## src/rtl/core/gpw_pkg.sv

```systemverilog
// ============================================================================
// gpw_pkg: shared types and constants of the GNSS particle weighting core
// Field widths, pipeline side-band structs, register indexes and the
// reciprocal table used by the Taylor series divisions.
// ============================================================================
package gpw_pkg;

    // Field and datapath widths
    localparam int COORD_W   = 25;   // particle and fix coordinates
    localparam int AX_W      = 25;   // absolute coordinate difference
    localparam int SQ_W      = 50;   // square of one difference
    localparam int D2_W      = 51;   // dx^2 + dy^2
    localparam int D2_SHIFT  = 12;   // d2 * 4096 moves to units of 1/16384 m
    localparam int RAD_W     = 26;   // radius and spread in units of 1/16384 m
    localparam int RAD2_W    = 52;   // square of the radius
    localparam int REM_W     = 64;   // square root remainder
    localparam int ROOT_W    = 32;   // square root result
    localparam int FRAC_W    = 16;   // Q16 fraction of the normalised excess
    localparam int QUO_W     = 19;   // quotient bits kept below the tail test
    localparam int DREM_W    = ROOT_W + FRAC_W;
    localparam int A2_W      = 2 * QUO_W;
    localparam int T_SHIFT   = 17;   // a*a / 2^17 gives t in Q16
    localparam int T_W       = A2_W - T_SHIFT;
    localparam int N_W       = T_W - FRAC_W;
    localparam int TERM_W    = 31;
    localparam int RECIP_W   = 32;
    localparam int SUM_W     = 33;
    localparam int ACC_W     = 31;
    localparam int E1_W      = 29;
    localparam int Q30_SHIFT = 30;
    localparam int Q16_SHIFT = 14;   // Q30 down to Q16
    localparam int WEIGHT_W  = 17;
    localparam int CFG_W     = 17;
    localparam int GAIN_W    = 8;
    localparam int PARAM_W   = 16;
    localparam int NUM_TERMS = 12;   // Taylor degree for exp(-f)
    localparam int NUM_EXP   = 12;   // most whole steps of e^-1 needed

    // Constants
    localparam logic [TERM_W-1:0]   ONE_Q30    = 31'd1073741824;
    localparam logic [E1_W-1:0]     E1_Q30     = 29'd395007542;
    localparam logic [QUO_W-1:0]    TAIL_Q16   = 19'd327680;
    localparam logic [WEIGHT_W-1:0] WEIGHT_ONE = 17'd65536;
    localparam logic [ACC_W:0]      ROUND_HALF = 32'd8192;

    // Register indexes of the configuration port
    typedef enum logic [1:0] {
        REG_CORE_RADIUS = 2'd0,
        REG_SIGMA_SCALE = 2'd1,
        REG_MIN_WEIGHT  = 2'd2,
        REG_FLOAT_GAIN  = 2'd3
    } cfg_reg_t;

    // Item held in the queue between front and back
    typedef struct packed {
        logic [D2_W-1:0]  d2;
        logic             core;
        logic [RAD_W-1:0] r64;
        logic [RAD_W-1:0] s64;
    } fq_item_t;

    // Side band along the square root stages
    typedef struct packed {
        logic             core;
        logic [RAD_W-1:0] r64;
        logic [RAD_W-1:0] s64;
    } sq_side_t;

    // Side band along the divider stages
    typedef struct packed {
        logic             core;
        logic             tail;
        logic [RAD_W-1:0] s64;
    } dv_side_t;

    // Outcome flags that bypass the Gaussian value
    typedef struct packed {
        logic core;
        logic tail;
    } res_flags_t;

    // Side band along the exponential stages
    typedef struct packed {
        res_flags_t        flags;
        logic [N_W-1:0]    n;
        logic [FRAC_W-1:0] f;
    } gs_side_t;

    // floor((2^32 - 1) / k): a low estimate of 1/k, fixed up by one compare
    function automatic logic [RECIP_W-1:0] recip_q32(input int k);
        case (k)
            1:       return 32'd4294967295;
            2:       return 32'd2147483647;
            3:       return 32'd1431655765;
            4:       return 32'd1073741823;
            5:       return 32'd858993459;
            6:       return 32'd715827882;
            7:       return 32'd613566756;
            8:       return 32'd536870911;
            9:       return 32'd477218588;
            10:      return 32'd429496729;
            11:      return 32'd390451572;
            12:      return 32'd357913941;
            default: return 32'd0;
        endcase
    endfunction

endpackage

```

## src/rtl/core/gpw_front.sv

```systemverilog
// ============================================================================
// gpw_front: intake and core classification
// Takes particle and fix positions, forms the squared distance, the
// effective radius and spread, and flags items inside the flat core.
// ============================================================================
module gpw_front (
    input  logic                                 clk,
    input  logic                                 rst_n,
    input  logic                                 in_valid,
    output logic                                 in_ready,
    input  logic signed [gpw_pkg::COORD_W-1:0]   particle_x,
    input  logic signed [gpw_pkg::COORD_W-1:0]   particle_y,
    input  logic signed [gpw_pkg::COORD_W-1:0]   gnss_x,
    input  logic signed [gpw_pkg::COORD_W-1:0]   gnss_y,
    input  logic                                 carrier_fixed,
    input  logic        [gpw_pkg::PARAM_W-1:0]   core_radius,
    input  logic        [gpw_pkg::PARAM_W-1:0]   sigma_scale,
    input  logic        [gpw_pkg::GAIN_W-1:0]    float_gain,
    output logic                                 push_valid,
    input  logic                                 push_ready,
    output gpw_pkg::fq_item_t                    push_item
);

    localparam int DX_W   = gpw_pkg::COORD_W + 1;
    localparam int PG_W   = gpw_pkg::PARAM_W + gpw_pkg::GAIN_W;
    localparam int FIX_SH = 6;   // x64 in carrier-fixed mode
    localparam int FLT_SH = 2;   // x4 after the Q4.4 gain

    logic                        en;
    logic                        v1_reg, v2_reg, v3_reg;
    logic signed [DX_W-1:0]      dx, dy;
    logic [gpw_pkg::AX_W-1:0]    ax_next, ay_next;
    logic [PG_W-1:0]             rg, sg;
    logic [gpw_pkg::RAD_W-1:0]   r64_next, s64_next;

    logic [gpw_pkg::AX_W-1:0]    ax_reg, ay_reg;
    logic [gpw_pkg::RAD_W-1:0]   r64_1_reg, s64_1_reg;
    logic [gpw_pkg::SQ_W-1:0]    ax2_reg, ay2_reg;
    logic [gpw_pkg::RAD2_W-1:0]  r2_reg;
    logic [gpw_pkg::RAD_W-1:0]   r64_2_reg, s64_2_reg;
    logic [gpw_pkg::D2_W-1:0]    d2_next;
    logic [gpw_pkg::REM_W-1:0]   d2s;
    gpw_pkg::fq_item_t           item_reg;

    // Advance unless the last stage holds an item the queue cannot take
    assign en       = !v3_reg || push_ready;
    assign in_ready = en;

    // Stage 1: differences and effective radius / spread
    assign dx = DX_W'(particle_x) - DX_W'(gnss_x);
    assign dy = DX_W'(particle_y) - DX_W'(gnss_y);
    assign ax_next = dx[DX_W-1] ? gpw_pkg::AX_W'(-dx) : gpw_pkg::AX_W'(dx);
    assign ay_next = dy[DX_W-1] ? gpw_pkg::AX_W'(-dy) : gpw_pkg::AX_W'(dy);
    assign rg = PG_W'(core_radius) * PG_W'(float_gain);
    assign sg = PG_W'(sigma_scale) * PG_W'(float_gain);
    assign r64_next = carrier_fixed ? gpw_pkg::RAD_W'(core_radius) << FIX_SH
                                    : gpw_pkg::RAD_W'(rg) << FLT_SH;
    assign s64_next = carrier_fixed ? gpw_pkg::RAD_W'(sigma_scale) << FIX_SH
                                    : gpw_pkg::RAD_W'(sg) << FLT_SH;

    // Stage 3: distance squared and the exact core test
    assign d2_next = gpw_pkg::D2_W'(ax2_reg) + gpw_pkg::D2_W'(ay2_reg);
    assign d2s     = gpw_pkg::REM_W'(d2_next) << gpw_pkg::D2_SHIFT;

    // Valid bits
    always_ff @(posedge clk or negedge rst_n)
    begin
        if (!rst_n)
        begin
            v1_reg <= 1'b0;
            v2_reg <= 1'b0;
            v3_reg <= 1'b0;
        end
        else if (en)
        begin
            v1_reg <= in_valid;
            v2_reg <= v1_reg;
            v3_reg <= v2_reg;
        end
    end

    // Payload stages
    always_ff @(posedge clk)
    begin
        if (en)
        begin
            ax_reg        <= ax_next;
            ay_reg        <= ay_next;
            r64_1_reg     <= r64_next;
            s64_1_reg     <= s64_next;
            ax2_reg       <= gpw_pkg::SQ_W'(ax_reg) * gpw_pkg::SQ_W'(ax_reg);
            ay2_reg       <= gpw_pkg::SQ_W'(ay_reg) * gpw_pkg::SQ_W'(ay_reg);
            r2_reg        <= gpw_pkg::RAD2_W'(r64_1_reg) * gpw_pkg::RAD2_W'(r64_1_reg);
            r64_2_reg     <= r64_1_reg;
            s64_2_reg     <= s64_1_reg;
            item_reg.d2   <= d2_next;
            item_reg.core <= d2s < gpw_pkg::REM_W'(r2_reg);
            item_reg.r64  <= r64_2_reg;
            item_reg.s64  <= s64_2_reg;
        end
    end

    assign push_valid = v3_reg;
    assign push_item  = item_reg;

`ifndef SYNTHESIS
    // A finished item that the queue refuses must not be dropped
    a_hold_refused: assert property (@(posedge clk) disable iff (!rst_n)
        (v3_reg && !push_ready) |=> v3_reg)
        else $error("front dropped an item refused by the queue");
`endif

endmodule

```

## config.mk

```make
export PLATFORM = sky130hd
export DESIGN_NAME = gpw_front
export DESIGN_NICKNAME = d
export VERILOG_FILES = /design/src/rtl/core/gpw_pkg.sv /design/src/rtl/core/gpw_front.sv
export SDC_FILE = /design/constraint.sdc
export NUM_CORES = 2
export LEC_CHECK = 0
export BUFFER_PORTS_ARGS = -buffer_cell sky130_fd_sc_hd__clkbuf_2
export CAP_MARGIN = 10
export CELL_PAD_IN_SITES_DETAIL_PLACEMENT = 0
export CELL_PAD_IN_SITES_GLOBAL_PLACEMENT = 1
export CORE_MARGIN = 2
export CORE_UTILIZATION = 30
export CTS_CLUSTER_DIAMETER = 200
export DETAILED_ROUTE_END_ITERATION = 8
export GPL_TIMING_DRIVEN = 1
export PLACE_DENSITY = 0.64
export SETUP_SLACK_MARGIN = 0.02
export SKIP_LAST_GASP = 1
export SLEW_MARGIN = 20
export SYNTH_ARGS = -nofsm -noshare
export SYNTH_HDL_FRONTEND = slang
export SYNTH_SLANG_ARGS = --single-unit
```

## constraint.sdc

```tcl
create_clock -name clk -period 17.1 [get_ports clk]
set_clock_uncertainty 0.15 [all_clocks]
set_input_delay 1.71 -clock clk [delete_from_list [all_inputs] [get_ports clk]]
set_output_delay 1.71 -clock clk [all_outputs]
set_load 0.1 [all_outputs]
```

==> results.sh <==
export IMPL_final_max_slew_violation_count=0
export IMPL_dpl_cell_area_sq_um=84300
export IMPL_antenna_found_initial=4
export IMPL_synth_commonest_cells="2256 x sky130_fd_sc_hd__inv_1, 1526 x sky130_fd_sc_hd__fa_1, 800 x sky130_fd_sc_hd__ha_1"
export IMPL_maximum_number_of_pins_on_one_net_before_global_route_repair=134
export IMPL_synth_adder_area_share_pct=51.4
export IMPL_postLayoutSetupSlackWorst_ns=7.48
export IMPL_fraction_of_final_layout_cells_with_drive_strength_greater_than_1_pct=5.49
export IMPL_cts_sinks=393
export IMPL_global_route_wire_length_before_repair_microns=325000
export IMPL_postLayoutCellArea_sq_um=86100
export IMPL_start_util_pct=30.1
export IMPL_initialDrtViolationCount=2631
export IMPL_crit_fanout=23
export IMPL_ctsHoldBuffers=0
export IMPL_m1WireLength_microns=87200
export IMPL_worst_slew_margin_rel_pct=23.4
export IMPL_clock_tree_root_cell="sky130_fd_sc_hd__clkbuf_16"
export IMPL_met3WireLength_microns=8170
export IMPL_drc=0
export IMPL_clock_fmax_ghz=0.104
export IMPL_synth_compound_area_share_pct=6.96
export IMPL_syn_instance_count=8195
export IMPL_synth_area_top_cells="sky130_fd_sc_hd__fa_1 39%, sky130_fd_sc_hd__edfxtp_1 15%, sky130_fd_sc_hd__ha_1 13%"
export IMPL_run_status="finished clean"
export IMPL_count_of_tritonroute_iterations_in_the_first_routing_pass=5
export IMPL_max_stage_delay_ns=1.01
export IMPL_synth_async_reset_ratio_pct=0.763
export IMPL_timing_critical_path_arrival_ns=9.87
export IMPL_ys_types=82
export IMPL_via_per_inst=4.50
export IMPL_cpMaxStageDelayCell="sky130_fd_sc_hd__edfxtp_1"
export IMPL_cts_made_buffers=54
export IMPL_globalRouteOverflowTotal=0
export IMPL_cts_repair_resizes=0
export IMPL_post_place_ws_ns=7.48
export IMPL_globalplace_congestion=0.848
export IMPL_ioPinCount=251
export IMPL_synth_area_mux_share_pct=0.216
export IMPL_synth_sequential_area_ratio_pct=14.9
export IMPL_avgRoutedWirePerCell_microns=16.7
export IMPL_die_h_microns=517
export IMPL_syn2layout_area_growth_pct=9.12
export IMPL_finalCritPeriodShare_pct=56.2
export IMPL_clock_insertion_delay_worst_skew_ns=0.73
export IMPL_route_final_wire_length_microns=199000
export IMPL_totalNegativeSetupSlack_ns=0
export IMPL_met2_length_microns=96300
export IMPL_start_kind="flop"
export IMPL_post_synth_xor_area_fraction_pct=3.54
export IMPL_min_path_type="reg -> reg"
export IMPL_report_final_hold_viol_count=0
export IMPL_synth_ff_latch_count=393
export IMPL_io_buf_count=246
export IMPL_fin_util_pct=32.9
export IMPL_finalSetupViolCount=0
export IMPL_fill_cells=27200
export IMPL_setup_cp_type="reg -> reg"
export IMPL_core_area_sq_um=262000
export IMPL_final_nets=10800
export IMPL_yosys_area_top_type_share_pct=38.7
export IMPL_route_top_layer_used="met5"
export IMPL_dominant_combinational_cell_family_by_area_after_synthesis="adder cells"
export IMPL_tritoncts_clock_tree="built"
export IMPL_hpwl_microns=161000
export IMPL_yosys_area_share_simple_pct=11.1
export IMPL_yosys_cell_count_top_type="sky130_fd_sc_hd__inv_1"
export IMPL_vias_post_dr=53500
export IMPL_rsz0062_at_grt="false"
export IMPL_cp_end_kind="flop"
export IMPL_maxCapViolCount=0
export IMPL_worst_endpoint_required_ns=17.35
export IMPL_yosysTopAreaCell="sky130_fd_sc_hd__fa_1"
export IMPL_area_of_the_die_sq_um=267000
export IMPL_ant_nets=0
export IMPL_first_global_vias=59800
export IMPL_count_of_flip_flops_with_a_built_in_enable_after_synthesis=390
export IMPL_clockBufferDepth=3
export IMPL_chipWidth_microns=517
export IMPL_syn_cell_area_sq_um=78900
export IMPL_synthesis_area_per_instance_sq_um=9.63
export IMPL_largest_register_ff_count=100
export IMPL_htreeDepth=2
export IMPL_timing_worst_slew_pin_value_ns=1.15
export IMPL_clk_transition_reported_paths_ns=0.06
export IMPL_core_rowCount=188
export IMPL_synthesis_yosys_warnings=0
export IMPL_post_cts_setup_buffer_count=0
export IMPL_final_min_clock_period_ns=9.62
export IMPL_yosys_most_used_dff="sky130_fd_sc_hd__edfxtp_1"
export IMPL_globalRouteTotalUtil_pct=15.5
-- critical path, delay by kind of cell, from the launching register on --
kind | cells | cell delay, ns
AND/OR/NAND/NOR | 2 | 0.45
adder cells (fa/ha/maj) | 8 | 3.98
flip-flops | 1 | 1.01
buffers and inverters | 7 | 0.38
AO/OA/AOI/OAI | 9 | 3.24
XOR/XNOR | 1 | 0.10
-- layer usage --
layer | up-vias | GRT usage (%)
met2 | 976 | 26.4
li1 | 25200 | -
met1 | 27100 | 20.3
met5 | - | 0
met4 | 4 | 5.06
met3 | 232 | 1.83
-- area by class of cell --
class | instances | area (sq um) | share of cell area [%]
Antenna cell | 2 | 5.00 | 0.00581
Clock buffer | 61 | 1380 | 1.60
Clock inverter | 40 | 384 | 0.446
Inverter | 2256 | 8470 | 9.83
Multi-Input combinational cell | 5313 | 57800 | 67.1
Sequential cell | 393 | 11800 | 13.7
Tap cell | 3515 | 4400 | 5.11
Timing Repair Buffer | 327 | 1910 | 2.22
-- path summary, 6_finish.rpt --
kind | from | end | slack [ns] | cells past startpoint
max in group asynchronous | rst_n | v2_reg | 16.02 | 1
hold reg to reg | r64_2_reg[6] | push_item[32] | 0.27 | 0
min in group asynchronous | rst_n | v1_reg | 0.67 | 1
hold / removal | r64_2_reg[6] | push_item[32] | 0.27 | 0
setup / recovery | ax_reg[3] | ax2_reg[48] | 7.48 | 27
setup reg to reg | ax_reg[3] | ax2_reg[48] | 7.48 | 27
-- metrics by stage --
step,hold WS [ns],std cells
6_report,0.267,11900
5_1_grt,0.272,11900
4_1_cts,0.266,11900
3_5_place_dp,0.255,11800
3_3_place_gp,0.250,11800
2_1_floorplan,0.250,8198
-- cell usage in the layout (no fill, tap or decap), drive strengths merged, types with 8 or more instances in the layout --
| master | count |
|---|---|
| a31o | 10 |
| nor3 | 40 |
| nand3 | 59 |
| nor2b | 48 |
| a41oi | 13 |
| mux2 | 8 |
| and2 | 491 |
| and3 | 28 |
| o21ai | 167 |
| a21boi | 8 |
| a21oi | 247 |
| mux2i | 8 |
| xnor2 | 213 |
| a211o | 12 |
| o21bai | 43 |
| fa | 1526 |
| o211ai | 15 |
| nand2b | 46 |
| buf | 81 |
| clkbuf | 307 |
| or3 | 23 |
| edfxtp | 390 |
| nand2 | 773 |
| a211oi | 26 |
| a31oi | 31 |
| nor2 | 209 |
| o41ai | 8 |
| o31ai | 26 |
| inv | 2264 |
| clkinv | 24 |
| ha | 800 |
| o21a | 33 |
| a21o | 139 |
| or2 | 19 |
| nor4 | 9 |
| nand4 | 27 |
| xor2 | 106 |
-- kinds of logic after synthesis --
logic type                 count (synthesis)
xor gates and xnor gates                 319
DFF                                      393
muxes                                     16
adders and majority gates               2326
other                                      1
AOI/OAI and AO/OA                        847
and+or+nand+nor                         1801
buffers and inverters                   2492
Power is left out: the tool's default activity adds up to more than one toggle a clock period on the data nets, which glitch-free logic cannot reach.
