File: src/rtl/core/gpw_pkg.sv
// ============================================================================
// gpw_pkg: shared types and constants of the GNSS particle weighting core
// Field widths, pipeline side-band structs, register indexes and the
// reciprocal table used by the Taylor series divisions.
// ============================================================================
package gpw_pkg;

    // Field and datapath widths
    localparam int COORD_W   = 25;   // particle and fix coordinates
    localparam int AX_W      = 25;   // absolute coordinate difference
    localparam int SQ_W      = 50;   // square of one difference
    localparam int D2_W      = 51;   // dx^2 + dy^2
    localparam int D2_SHIFT  = 12;   // d2 * 4096 moves to units of 1/16384 m
    localparam int RAD_W     = 26;   // radius and spread in units of 1/16384 m
    localparam int RAD2_W    = 52;   // square of the radius
    localparam int REM_W     = 64;   // square root remainder
    localparam int ROOT_W    = 32;   // square root result
    localparam int FRAC_W    = 16;   // Q16 fraction of the normalised excess
    localparam int QUO_W     = 19;   // quotient bits kept below the tail test
    localparam int DREM_W    = ROOT_W + FRAC_W;
    localparam int A2_W      = 2 * QUO_W;
    localparam int T_SHIFT   = 17;   // a*a / 2^17 gives t in Q16
    localparam int T_W       = A2_W - T_SHIFT;
    localparam int N_W       = T_W - FRAC_W;
    localparam int TERM_W    = 31;
    localparam int RECIP_W   = 32;
    localparam int SUM_W     = 33;
    localparam int ACC_W     = 31;
    localparam int E1_W      = 29;
    localparam int Q30_SHIFT = 30;
    localparam int Q16_SHIFT = 14;   // Q30 down to Q16
    localparam int WEIGHT_W  = 17;
    localparam int CFG_W     = 17;
    localparam int GAIN_W    = 8;
    localparam int PARAM_W   = 16;
    localparam int NUM_TERMS = 12;   // Taylor degree for exp(-f)
    localparam int NUM_EXP   = 12;   // most whole steps of e^-1 needed

    // Constants
    localparam logic [TERM_W-1:0]   ONE_Q30    = 31'd1073741824;
    localparam logic [E1_W-1:0]     E1_Q30     = 29'd395007542;
    localparam logic [QUO_W-1:0]    TAIL_Q16   = 19'd327680;
    localparam logic [WEIGHT_W-1:0] WEIGHT_ONE = 17'd65536;
    localparam logic [ACC_W:0]      ROUND_HALF = 32'd8192;

    // Register indexes of the configuration port
    typedef enum logic [1:0] {
        REG_CORE_RADIUS = 2'd0,
        REG_SIGMA_SCALE = 2'd1,
        REG_MIN_WEIGHT  = 2'd2,
        REG_FLOAT_GAIN  = 2'd3
    } cfg_reg_t;

    // Item held in the queue between front and back
    typedef struct packed {
        logic [D2_W-1:0]  d2;
        logic             core;
        logic [RAD_W-1:0] r64;
        logic [RAD_W-1:0] s64;
    } fq_item_t;

    // Side band along the square root stages
    typedef struct packed {
        logic             core;
        logic [RAD_W-1:0] r64;
        logic [RAD_W-1:0] s64;
    } sq_side_t;

    // Side band along the divider stages
    typedef struct packed {
        logic             core;
        logic             tail;
        logic [RAD_W-1:0] s64;
    } dv_side_t;

    // Outcome flags that bypass the Gaussian value
    typedef struct packed {
        logic core;
        logic tail;
    } res_flags_t;

    // Side band along the exponential stages
    typedef struct packed {
        res_flags_t        flags;
        logic [N_W-1:0]    n;
        logic [FRAC_W-1:0] f;
    } gs_side_t;

    // floor((2^32 - 1) / k): a low estimate of 1/k, fixed up by one compare
    function automatic logic [RECIP_W-1:0] recip_q32(input int k);
        case (k)
            1:       return 32'd4294967295;
            2:       return 32'd2147483647;
            3:       return 32'd1431655765;
            4:       return 32'd1073741823;
            5:       return 32'd858993459;
            6:       return 32'd715827882;
            7:       return 32'd613566756;
            8:       return 32'd536870911;
            9:       return 32'd477218588;
            10:      return 32'd429496729;
            11:      return 32'd390451572;
            12:      return 32'd357913941;
            default: return 32'd0;
        endcase
    endfunction

endpackage

File: src/rtl/core/gpw_queue.sv
// ============================================================================
// gpw_queue: short FIFO between front and back
// Flop based, first word visible at the output, one push and one pop per
// cycle.
// ============================================================================
module gpw_queue #(
    parameter int DEPTH = 4
) (
    input  logic              clk,
    input  logic              rst_n,
    input  logic              push_valid,
    output logic              push_ready,
    input  gpw_pkg::fq_item_t push_item,
    output logic              pop_valid,
    input  logic              pop_ready,
    output gpw_pkg::fq_item_t pop_item
);

    localparam int PTR_W = (DEPTH > 1) ? $clog2(DEPTH) : 1;
    localparam int CNT_W = $clog2(DEPTH + 1);

    gpw_pkg::fq_item_t mem_reg [DEPTH];
    logic [PTR_W-1:0]  wr_ptr_reg, wr_ptr_next;
    logic [PTR_W-1:0]  rd_ptr_reg, rd_ptr_next;
    logic [CNT_W-1:0]  count_reg, count_next;
    logic              push, pop;

    assign push_ready = count_reg != CNT_W'(DEPTH);
    assign pop_valid  = count_reg != '0;
    assign pop_item   = mem_reg[rd_ptr_reg];
    assign push       = push_valid && push_ready;
    assign pop        = pop_valid && pop_ready;

    // Advance pointers and fill count
    always_comb
    begin
        wr_ptr_next = wr_ptr_reg;
        rd_ptr_next = rd_ptr_reg;
        count_next  = count_reg;
        if (push)
        begin
            wr_ptr_next = (wr_ptr_reg == PTR_W'(DEPTH - 1)) ? '0 : wr_ptr_reg + 1'b1;
        end
        if (pop)
        begin
            rd_ptr_next = (rd_ptr_reg == PTR_W'(DEPTH - 1)) ? '0 : rd_ptr_reg + 1'b1;
        end
        if (push && !pop)
        begin
            count_next = count_reg + 1'b1;
        end
        else if (pop && !push)
        begin
            count_next = count_reg - 1'b1;
        end
    end

    always_ff @(posedge clk or negedge rst_n)
    begin
        if (!rst_n)
        begin
            wr_ptr_reg <= '0;
            rd_ptr_reg <= '0;
            count_reg  <= '0;
        end
        else
        begin
            wr_ptr_reg <= wr_ptr_next;
            rd_ptr_reg <= rd_ptr_next;
            count_reg  <= count_next;
        end
    end

    // Store the pushed beat
    always_ff @(posedge clk)
    begin
        if (push)
        begin
            mem_reg[wr_ptr_reg] <= push_item;
        end
    end

`ifndef SYNTHESIS
    a_count_bound: assert property (@(posedge clk) disable iff (!rst_n)
        count_reg <= CNT_W'(DEPTH))
        else $error("queue fill count beyond depth");

    a_count_push: assert property (@(posedge clk) disable iff (!rst_n)
        (push && !pop) |=> (count_reg == $past(count_reg) + 1'b1))
        else $error("queue lost a pushed beat");
`endif

endmodule

File: config.mk
export PLATFORM = sky130hd
export DESIGN_NAME = gpw_queue
export DESIGN_NICKNAME = d
export VERILOG_FILES = /design/src/rtl/core/gpw_pkg.sv /design/src/rtl/core/gpw_queue.sv
export SDC_FILE = /design/constraint.sdc
export NUM_CORES = 1
export LEC_CHECK = 0
export ABC_AREA = 1
export BUFFER_PORTS_ARGS = -buffer_cell sky130_fd_sc_hd__buf_2
export CORE_MARGIN = 1
export CORE_UTILIZATION = 35
export CTS_BUF_LIST = sky130_fd_sc_hd__clkbuf_16
export DETAILED_ROUTE_END_ITERATION = 10
export HOLD_SLACK_MARGIN = 0.15
export PLACE_DENSITY = 0.61
export SLEW_MARGIN = 20
export SYNTH_ARGS = -nofsm -noshare
export SYNTH_HDL_FRONTEND = slang
export SYNTH_SLANG_ARGS = --single-unit
File: constraint.sdc
create_clock -name clk -period 10 [get_ports clk]
set_input_delay 0.5 -clock clk [delete_from_list [all_inputs] [get_ports clk]]
set_output_delay 0.5 -clock clk [all_outputs]
set_load 0.02 [all_outputs]
==> results of run 1 <==
==> per-layer routing <==
metal	up-vias	GRT usage (%)
met2	222	25.5
met1	4740	19.0
met4	8	4.22
met3	59	3.12
li1	4859	-
met5	-	0
==> critical path, delay by kind of cell (launching register included) <==
kind / cells / cell delay (ns)
compound gates: 1 / 0.21
buf+inv: 3 / 1.82
simple gates: 1 / 0.16
flops: 1 / 0.65
==> power groups by stage <==
stage	clock [uW]	combinational, uW	sequential, uW
after floorplan	0	1460	2480
after global placement	0	2080	2530
after detailed placement	0	2100	2550
after CTS	1500	2110	2510
after global routing	1570	2320	2500
final	1460	2100	2460
==> cell families (layout without fill, tap and decap cells) <==
kind of cell / count (synthesis) / count (layout)
and+or+nand+nor: 341 / 341
other: 0 / 2
adders and majority gates: 7 / 7
AOI/OAI and AO/OA: 209 / 209
buffers and inverters: 291 / 533
DFF: 423 / 423
xor gates and xnor gates: 1 / 1
==> through the flow <==
stage	cell area [um^2]	hold slack [ns]	setup WS [ns]	instances	total power [uW]
finish	19800	0.177	6.03	2123	6020
global route	19800	0.154	5.69	2122	6380
CTS	19800	0.150	5.41	2120	6120
detailed placement	18400	0.346	5.99	2037	4650
global placement	18400	0.347	6.06	2037	4620
floorplan	16800	0.204	4.17	1272	3940
==> Yosys cell counts <==
master / instances
nand2_1: 327
nand4_1: 1
nand3_1: 7
xnor2_1: 1
ha_1: 6
buf_1: 1
dfrtp_1: 7
o211ai_1: 208
inv_2: 1
edfxtp_1: 416
o21ai_0: 1
clkbuf_1: 25
fa_1: 1
inv_1: 221
buf_4: 3
buf_2: 40
nor2_1: 6
==> what timing repair did <==
action / CTS / global route
endpoints found under the setup margin: 0 / 0
hold buffers: 7 / 0
endpoints found under the hold margin: 31 / 0
==> worst max path at each step <==
stage / start / end / slack, ns
after global placement: rd_ptr_reg[0] / pop_item[72] / 6.06
after floorplan: count_reg[0] / mem_reg[0][0] / 4.17
final: rd_ptr_reg[0] / pop_item[46] / 6.03
after detailed placement: rd_ptr_reg[0] / pop_item[72] / 5.99
after global routing: rd_ptr_reg[0] / pop_item[35] / 5.69
after CTS: rd_ptr_reg[0] / pop_item[72] / 5.41
==> cell type report <==
cell class,count,area (um^2),share of cell area (%)
well taps,607,759,3.83
flip-flops and latches,423,12700,64.0
diodes,2,5.00,0.0253
inverters,222,836,4.22
repair buffers,235,1270,6.40
clock inverters,31,153,0.770
clock buffers,45,1130,5.68
multi-input cells,558,2990,15.1
==> results_dict.tcl, run 1 <==
set metrics [dict create \
    io_pins 214 \
    synth-xor-area-share_pct 0.0522 \
    max_slew.worst_pin.slew_ns 0.993 \
    die_width_um 221 \
    final_common_cell "edfxtp_1" \
    die_height_um 221 \
    setup.worst_path.end_class "output pin" \
    grt_pass1_wl_um 56000 \
    drv_cap 0 \
    switchingPower_uw 2250 \
    arrival_ns 3.47 \
    final_core_utilization_pct 42.2 \
    met1_length_um 15600 \
    synthMuxAreaShare_pct 0 \
    area_growth_pct 18.1 \
    rsz0062_at_grt "no" \
    switching_share_pct 37.5 \
    r2r-start "count_reg[0]" \
    p_per_area_nw_per_um2 304 \
    vias 9888 \
    internal_power_uw 3760 \
    largest_reg_flops 416 \
    postRouteAntennaNets 0 \
    skew_ns 0.0177 \
    synth_compound_area_share_pct 9.33 \
    drt_pass1_iterations 5 \
    path_clk_slew_ns 0.06 \
    dp_hpwl_um 22000 \
    yosysSeqAreaShare_pct 75.5 \
    synth_top_family_by_area "compound AO/OA/AOI/OAI gates" \
    die-area_um2 48800 \
    cts-root-buf "clkbuf_16" \
    fin_setup_tns_ns 0 \
    cts_inserted_buffers 44 \
    postCtsResizedCells 0 \
    fmax_mhz 252 \
    grt_max_degree 114 \
    critPathSlowestCell "buf_4" \
    worstRegToRegCells 5 \
    clock_sinks 423 \
    wl_per_cell_um 17.1 \
    grt_pass1_vias 9623 \
    max_stage_delay_ns 0.87 \
    min_period_ns 3.97 \
    rrSetupSlack_ns 6.97 \
    h-tree-depth 2 \
    grt_usage_pct 14.9 \
    drtIter0Drc 497 \
    hold_end "mem_reg[2][19]" \
    cts_tree "yes" \
    whs_path_depth 1 \
    crit_chain "buf_4 > buf_4 > o211ai_1 > nand2_1 > buf_2" \
    grt-ovfl-total 0 \
    outcome "finished, final reports clean" \
    place.gp.congestion 0.714 \
    clk_latency_ns 0.54 \
    core_um2 47000 \
    crit_required_ns 9.50 \
    synth_top_area_share_pct 74.4 \
    wl_met3_um 1870 \
    p_seq_share_pct 40.9 \
    p_comb_share_pct 34.8 \
    timing.final.crit_share_pct 39.7 \
    final_cell_mix "edfxtp_1, nand2_1, inv_1" \
    yosys-top-cells-area "edfxtp_1, o211ai_1, nand2_1" \
    top_layer_used "met5" \
    power.leakage_uw 0.00782 \
    synthAdderAreaFrac_pct 0.567 \
    worstHoldStart "push_item[19]" \
    hold_viol_final 0 \
    drc 0 \
    wirelength_um 36300 \
    slew_violations 0 \
    cp-start-kind "flip-flop" \
    crit_fanout 108 \
    setup_viol 0 \
    slew_headroom_pct 33.8 \
    ys_seq_elements 423 \
    row_count 79 \
    fillers 4252 \
    syn-instance-count 1272 \
    pwr-share-clk_pct 24.2 \
    vias_per_cell 4.66 \
    yosys.cell_types.count 17 \
    hp-class "input pin to flip-flop" \
    drive_above_1_share_pct 18.8 \
    port-buffer-count 213 \
    layout.nets 1599 \
    syn_area_um2 16800 \
    criticalPathCategory "flip-flop to output pin" \
    antenna_found_initial 6 \
    r2r-end "mem_reg[2][56]" \
    initial_core_util_pct 35.7 \
    irDropWorstVdd_mv 0.182 \
    crit_path_frequent_cell "buf_4" \
    dr_wl_met2_um 18100 \
    syn_nets 1387 \
    avgSynthCellArea_um2 13.2 \
    synth.largest_area_cell "edfxtp_1" \
    clk_path_buf_depth 3 \
    post_cts_buffers 0 \
    yosysWarnings 0 \
    synthSimpleGateAreaFrac_pct 7.69 \
]
Power figures use the tool's default switching activity.
==> inputs of run 2 (changes only) <==
Clock period 10 ns to 3.9 ns, I/O delays scaled along.
==> run 2 against run 1 <==
Clock power increased to 2.7 times the previous value. Sequential cell count stayed put. First-iteration DRC count rose by 19%. Combinational power grew to 2.7 times the previous value. Critical endpoint is now pop_item[80]. Largest power group unchanged. Highest routed layer is now met4.
==> results_dict.tcl, run 2 (synthesized netlist as in run 1, its figures left out) <==
set metrics [dict create \
    crit_family "flip-flops" \
    core_um2 47000 \
    critPathSlowestCell "dfrtp_4" \
    worstHoldStart "push_item[77]" \
    setup.worst_path.end_class "output pin" \
    wirelength_um 35300 \
    wl_per_cell_um 15.8 \
    vias_per_cell 4.63 \
    cp-start-kind "flip-flop" \
    drtIter0Drc 593 \
    met1_usage_pct 19.0 \
    max_stage_delay_ns 0.97 \
    die_height_um 221 \
    largest_reg_flops 416 \
    cts_inserted_buffers 45 \
    initial_core_util_pct 35.7 \
    r2r-start "count_reg[0]" \
    die-area_um2 48800 \
    crit_fanout 94 \
    p_per_area_nw_per_um2 748 \
    instances_no_fill 2232 \
    die_width_um 221 \
    hold_viol_final 0 \
    post_cts_buffers 0 \
    hp-class "input pin to flip-flop" \
    criticalPathCategory "flip-flop to output pin" \
    place.gp.congestion 0.716 \
    final_core_utilization_pct 44.8 \
    area_growth_pct 25.4 \
    arrival_ns 2.49 \
    dp_hpwl_um 20500 \
    slew_headroom_pct 42.5 \
    min_period_ns 2.68 \
    path_clk_slew_ns 0.06 \
    max_slew.worst_pin.slew_ns 0.862 \
    busiest_layer "met2" \
    met2_usage_pct 23.7 \
    irDropWorstVdd_mv 0.537 \
    drive_above_1_share_pct 18.3 \
    crit_chain "buf_12 > o211ai_1 > nand2_1 > buf_2" \
    port-buffer-count 213 \
    cts-root-buf "clkbuf_16" \
    dp_cells 2047 \
    power.leakage_uw 0.00833 \
    final_cell_mix "edfxtp_1, nand2_1, inv_1" \
    outcome "finished, final reports clean" \
    grt-ovfl-total 0 \
    fmax_mhz 373 \
    crit_required_ns 3.70 \
    cp-startpoint "rd_ptr_reg[0]" \
    drt_pass1_iterations 5 \
    drv_cap 0 \
    postRouteAntennaNets 0 \
    grt_max_degree 95 \
    grt_pass1_vias 10100 \
    clk_path_buf_depth 3 \
    grt_pass1_wl_um 55000 \
    grt_usage_pct 14.4 \
    crit_buf_inv 2 \
    final_common_cell "edfxtp_1" \
    grt_util_met3_pct 3.00 \
    skew_ns 0.0131 \
    power_uw 15700 \
    rsz0062_at_grt "no" \
    slew_violations 0 \
    timing.final.crit_share_pct 68.8 \
    cts_tree "yes" \
    layout.nets 1710 \
    setup_viol 0 \
    antenna_found_initial 2 \
    clk_latency_ns 0.55 \
    io_pins 214 \
    h-tree-depth 2 \
    row_count 79 \
    vias 10300 \
    postCtsResizedCells 0 \
    drc 0 \
    ctsHoldBuffers 108 \
    clock_sinks 423 \
]
run 2: cell count changes in the layout (fill, tap and decap cells not counted), sizes merged:
cell,previous run,this run
buf,228,237
bufinv,1,3
dlygate4sd3,7,108
inv,240,235
clkinv,10,14
clkinvlp,2,0
run 2: worst reg2reg max path, stage by stage, from the launching register on:
cell and delay [ns]:
dfrtp_1 0.41, inv_1 0.09, nand3_1 0.14, nand2_1 0.29, nor2_4 0.65, buf_12 0.33
run 2: cell type report:
class                   count  area [um^2]
diodes                      2         5.00
clock buffers              45         1130
clock inverters            30          198
fillers                  4205        25900
inverters                 222          836
multi-input cells         558         2990
flip-flops and latches    423        12700
well taps                 607          759
repair buffers            345         2450
run 2: layer usage:
layer	vias up	share of wire, %
met5	-	0
met4	0	2.0
met3	56	5.0
met2	237	48
met1	4966	45
li1	5080	-
run 2: final timing paths:
path / end / slack (ns) / depth (start not counted)
min in group asynchronous: wr_ptr_reg[1] / 0.58 / 3
worst min-delay path: mem_reg[0][77] / 0.40 / 2
worst min register to register: count_reg[2] / 0.51 / 2
worst max-delay path: pop_item[80] / 1.22 / 4
worst max register to register: mem_reg[2][12] / 1.65 / 5
max in group asynchronous: rd_ptr_reg[0] / 3.04 / 3
run 2: where the power goes:
group          total [uW]  switching [uW]  internal, uW
Combinational        5580            3850          1730
Clock                3890            1620          2270
Sequential           6280             310          5970
Total               15700            5780          9960
run 2: per-stage QoR:
stage               setup WS [ns]  area, um^2  hold WS [ns]  setup TNS [ns]
floorplan                  -0.221       16800        -0.101          -91.75
global placement             1.63       18600        0.0393               0
detailed placement           1.60       18600        0.0415               0
CTS                          1.17       21000         0.358               0
global route                 1.03       21000         0.388               0
finish                       1.22       21000         0.401               0
==> inputs of run 3 (changes only) <==
Settings changed: ABC_AREA 1 to 0, PLACE_DENSITY 0.61 to 0.63.
Clock period 3.9 ns to 2.45 ns, I/O delays scaled along.
==> run 3 against run 2 <==
Setup slack got worse by 1.1 ns. Highest routed layer is now met5. Die area down 8.0%. Area after synthesis fell by 8.1%. Routed wire length fell by 15%. Critical path type unchanged. Sequential share of layout area grew 3.3 points. Count of clock-buffer cells in the layout is the same. Via count shrank 30%. Clock power up 57%. Sequential cell count is the same. Total power increased by 52%.
==> results_dict.tcl, run 3 <==
set metrics [dict create \
    outcome "finished, final reports clean" \
    core_um2 43300 \
    grt_max_degree 51 \
    grt-ovfl-total 0 \
    synth_top_area_share_pct 81.0 \
    ys_seq_elements 423 \
    min_period_ns 2.31 \
    async_reset_ff_share_pct 1.65 \
    switching_share_pct 31.5 \
    path_clk_slew_ns 0.06 \
    yosysWarnings 0 \
    crit_required_ns 2.33 \
    cts_inserted_buffers 44 \
    timing.final.crit_share_pct 94.2 \
    drt_pass1_iterations 4 \
    fmax_mhz 433 \
    clk_path_buf_depth 3 \
    cts-root-buf "clkbuf_16" \
    final_cell_mix "edfxtp_1, buf_2, dlygate4sd3_1" \
    drv_cap 0 \
    vias 7269 \
    internal_power_uw 16400 \
    antenna_found_initial 3 \
    crit_fanout 16 \
    hold_viol_final 0 \
    syn-instance-count 581 \
    post-synth-top-count-cell "edfxtp_1" \
    yosys.cell_types.count 19 \
    grt_pass1_vias 8023 \
    synth.largest_area_cell "edfxtp_1" \
    irDropWorstVdd_mv 0.765 \
    yosysSeqAreaShare_pct 82.1 \
    clock_sinks 423 \
    p_per_area_nw_per_um2 1200 \
    die-area_um2 44900 \
    place_area_um2 17500 \
    switchingPower_uw 7540 \
    power.leakage_uw 0.00686 \
    wirelength_um 30000 \
    p_seq_share_pct 41.6 \
    cts_tree "yes" \
    layout.nets 1068 \
    final_core_utilization_pct 46.1 \
    hold_ws_ns 0.307 \
    io_pins 214 \
    die_height_um 212 \
    clk_latency_ns 0.56 \
    drive_above_1_share_pct 42.4 \
    p_comb_share_pct 33.0 \
    grt_usage_pct 13.6 \
    initial_core_util_pct 35.7 \
    avgSynthCellArea_um2 26.6 \
    fin_area_um2 19900 \
    setup.worst_path.end_class "output pin" \
    skew_ns 0.0135 \
    h-tree-depth 2 \
    synth_ff_type "edfxtp_1" \
    cp-start-kind "flip-flop" \
    criticalPathCategory "flip-flop to output pin" \
    arrival_ns 2.19 \
    die_width_um 212 \
    slew_violations 0 \
    grt_pass1_wl_um 45300 \
    hp-class "input pin to flip-flop" \
    synth-edff-count 416 \
    instances_no_fill 1574 \
    row_count 76 \
    synth_commonest_cells "edfxtp_1, mux4_2, buf_2, dfrtp_1, ha_1" \
    drc 0 \
    place.gp.congestion 0.662 \
    pwr-share-clk_pct 25.4 \
    syn_area_um2 15400 \
    postRouteAntennaNets 0 \
    max_slew.worst_pin.slew_ns 0.398 \
    power_uw 23900 \
    vias_per_cell 4.62 \
    largest_reg_flops 416 \
    rrSetupSlack_ns 0.35 \
    drtIter0Drc 318 \
    final_common_cell "edfxtp_1" \
    dp_hpwl_um 18100 \
    syn_nets 696 \
    port-buffer-count 213 \
    slew_headroom_pct 73.4 \
    yosys-top-cells-area "edfxtp_1, mux4_2, dfrtp_1" \
    area_growth_pct 29.2 \
    wl_per_cell_um 19.0 \
    setup_viol 0 \
    dp_cells 1380 \
    rsz0062_at_grt "no" \
]
run 3: changes by cell type after synthesis, moves of 5 or more:
cell and delta:
buf_2 -27, clkbuf_1 -21, inv_1 -218, mux2_2 +5
mux4_2 +104, nand2_1 -325, nand3_1 -7, o211ai_1 -208
run 3: final cells by class:
cell class	count	area, um^2
clock inverters	35	198
well taps	585	732
fillers	3642	23300
clock buffers	45	1130
flip-flops and latches	423	12700
diodes	2	5.00
multi-input cells	131	2590
repair buffers	350	2600
inverters	3	11.3
run 3: critical path: stages (launching register included):
cell and delay (ns):
dfrtp_4 0.49, buf_12 0.20, buf_12 0.17, mux4_2 0.54, buf_2 0.18
run 3: final timing paths:
kind                       cells past startpoint        endpoint     startpoint
setup / recovery                               4    pop_item[51]  rd_ptr_reg[0]
hold / removal                                 2  mem_reg[0][11]  push_item[11]
setup reg to reg                               8    count_reg[2]   count_reg[1]
hold reg to reg                                1    count_reg[2]   count_reg[2]
max in group asynchronous                      3   rd_ptr_reg[1]          rst_n
min in group asynchronous                      3    count_reg[2]          rst_n
run 3: power by group through the flow:
| stage | combinational [uW] | clock (uW) | sequential (uW) |
|---|---|---|---|
| 2_1_floorplan | 5230 | 0 | 9950 |
| 3_3_place_gp | 7740 | 0 | 10100 |
| 3_5_place_dp | 7760 | 0 | 10200 |
| 4_1_cts | 8100 | 6280 | 9970 |
| 5_1_grt | 8460 | 6520 | 10100 |
| 6_report | 7880 | 6090 | 9950 |
run 3: layer usage:
layer	track usage [%]	vias to the layer above	wire [um]
li1	-	3263	-
met1	17.1	3768	12700
met2	22.5	191	14800
met3	3.78	45	1860
met4	4.90	2	634
met5	0	-	13
run 3: timing repair:
item                       in CTS  in global routing
hold endpoints to repair      428                  0
setup endpoints to repair      21                  0
hold buffers                  108                  0
setup buffers                   4                  0
resized for setup               1                  0
run 3: logic make-up (layout without fill, tap and decap cells):
family	Yosys count	after routing	synth area share, %
XOR/XNOR	3	3	0.170
buffers and inverters	27	433	1.18
multiplexers	109	109	15.5
AO/OA/AOI/OAI	1	1	0.0487
AND/OR/NAND/NOR	11	11	0.349
other	0	2	0
adder cells (fa/ha/maj)	7	7	0.616
flip-flops	423	423	82.1
run 3: through the flow:
stage,setup TNS [ns],worst slack [ns]
finish,0,0.142
global route,0,0.0350
CTS,0,0.0739
detailed placement,0,0.383
global placement,0,0.417
floorplan,-61.88,-0.149
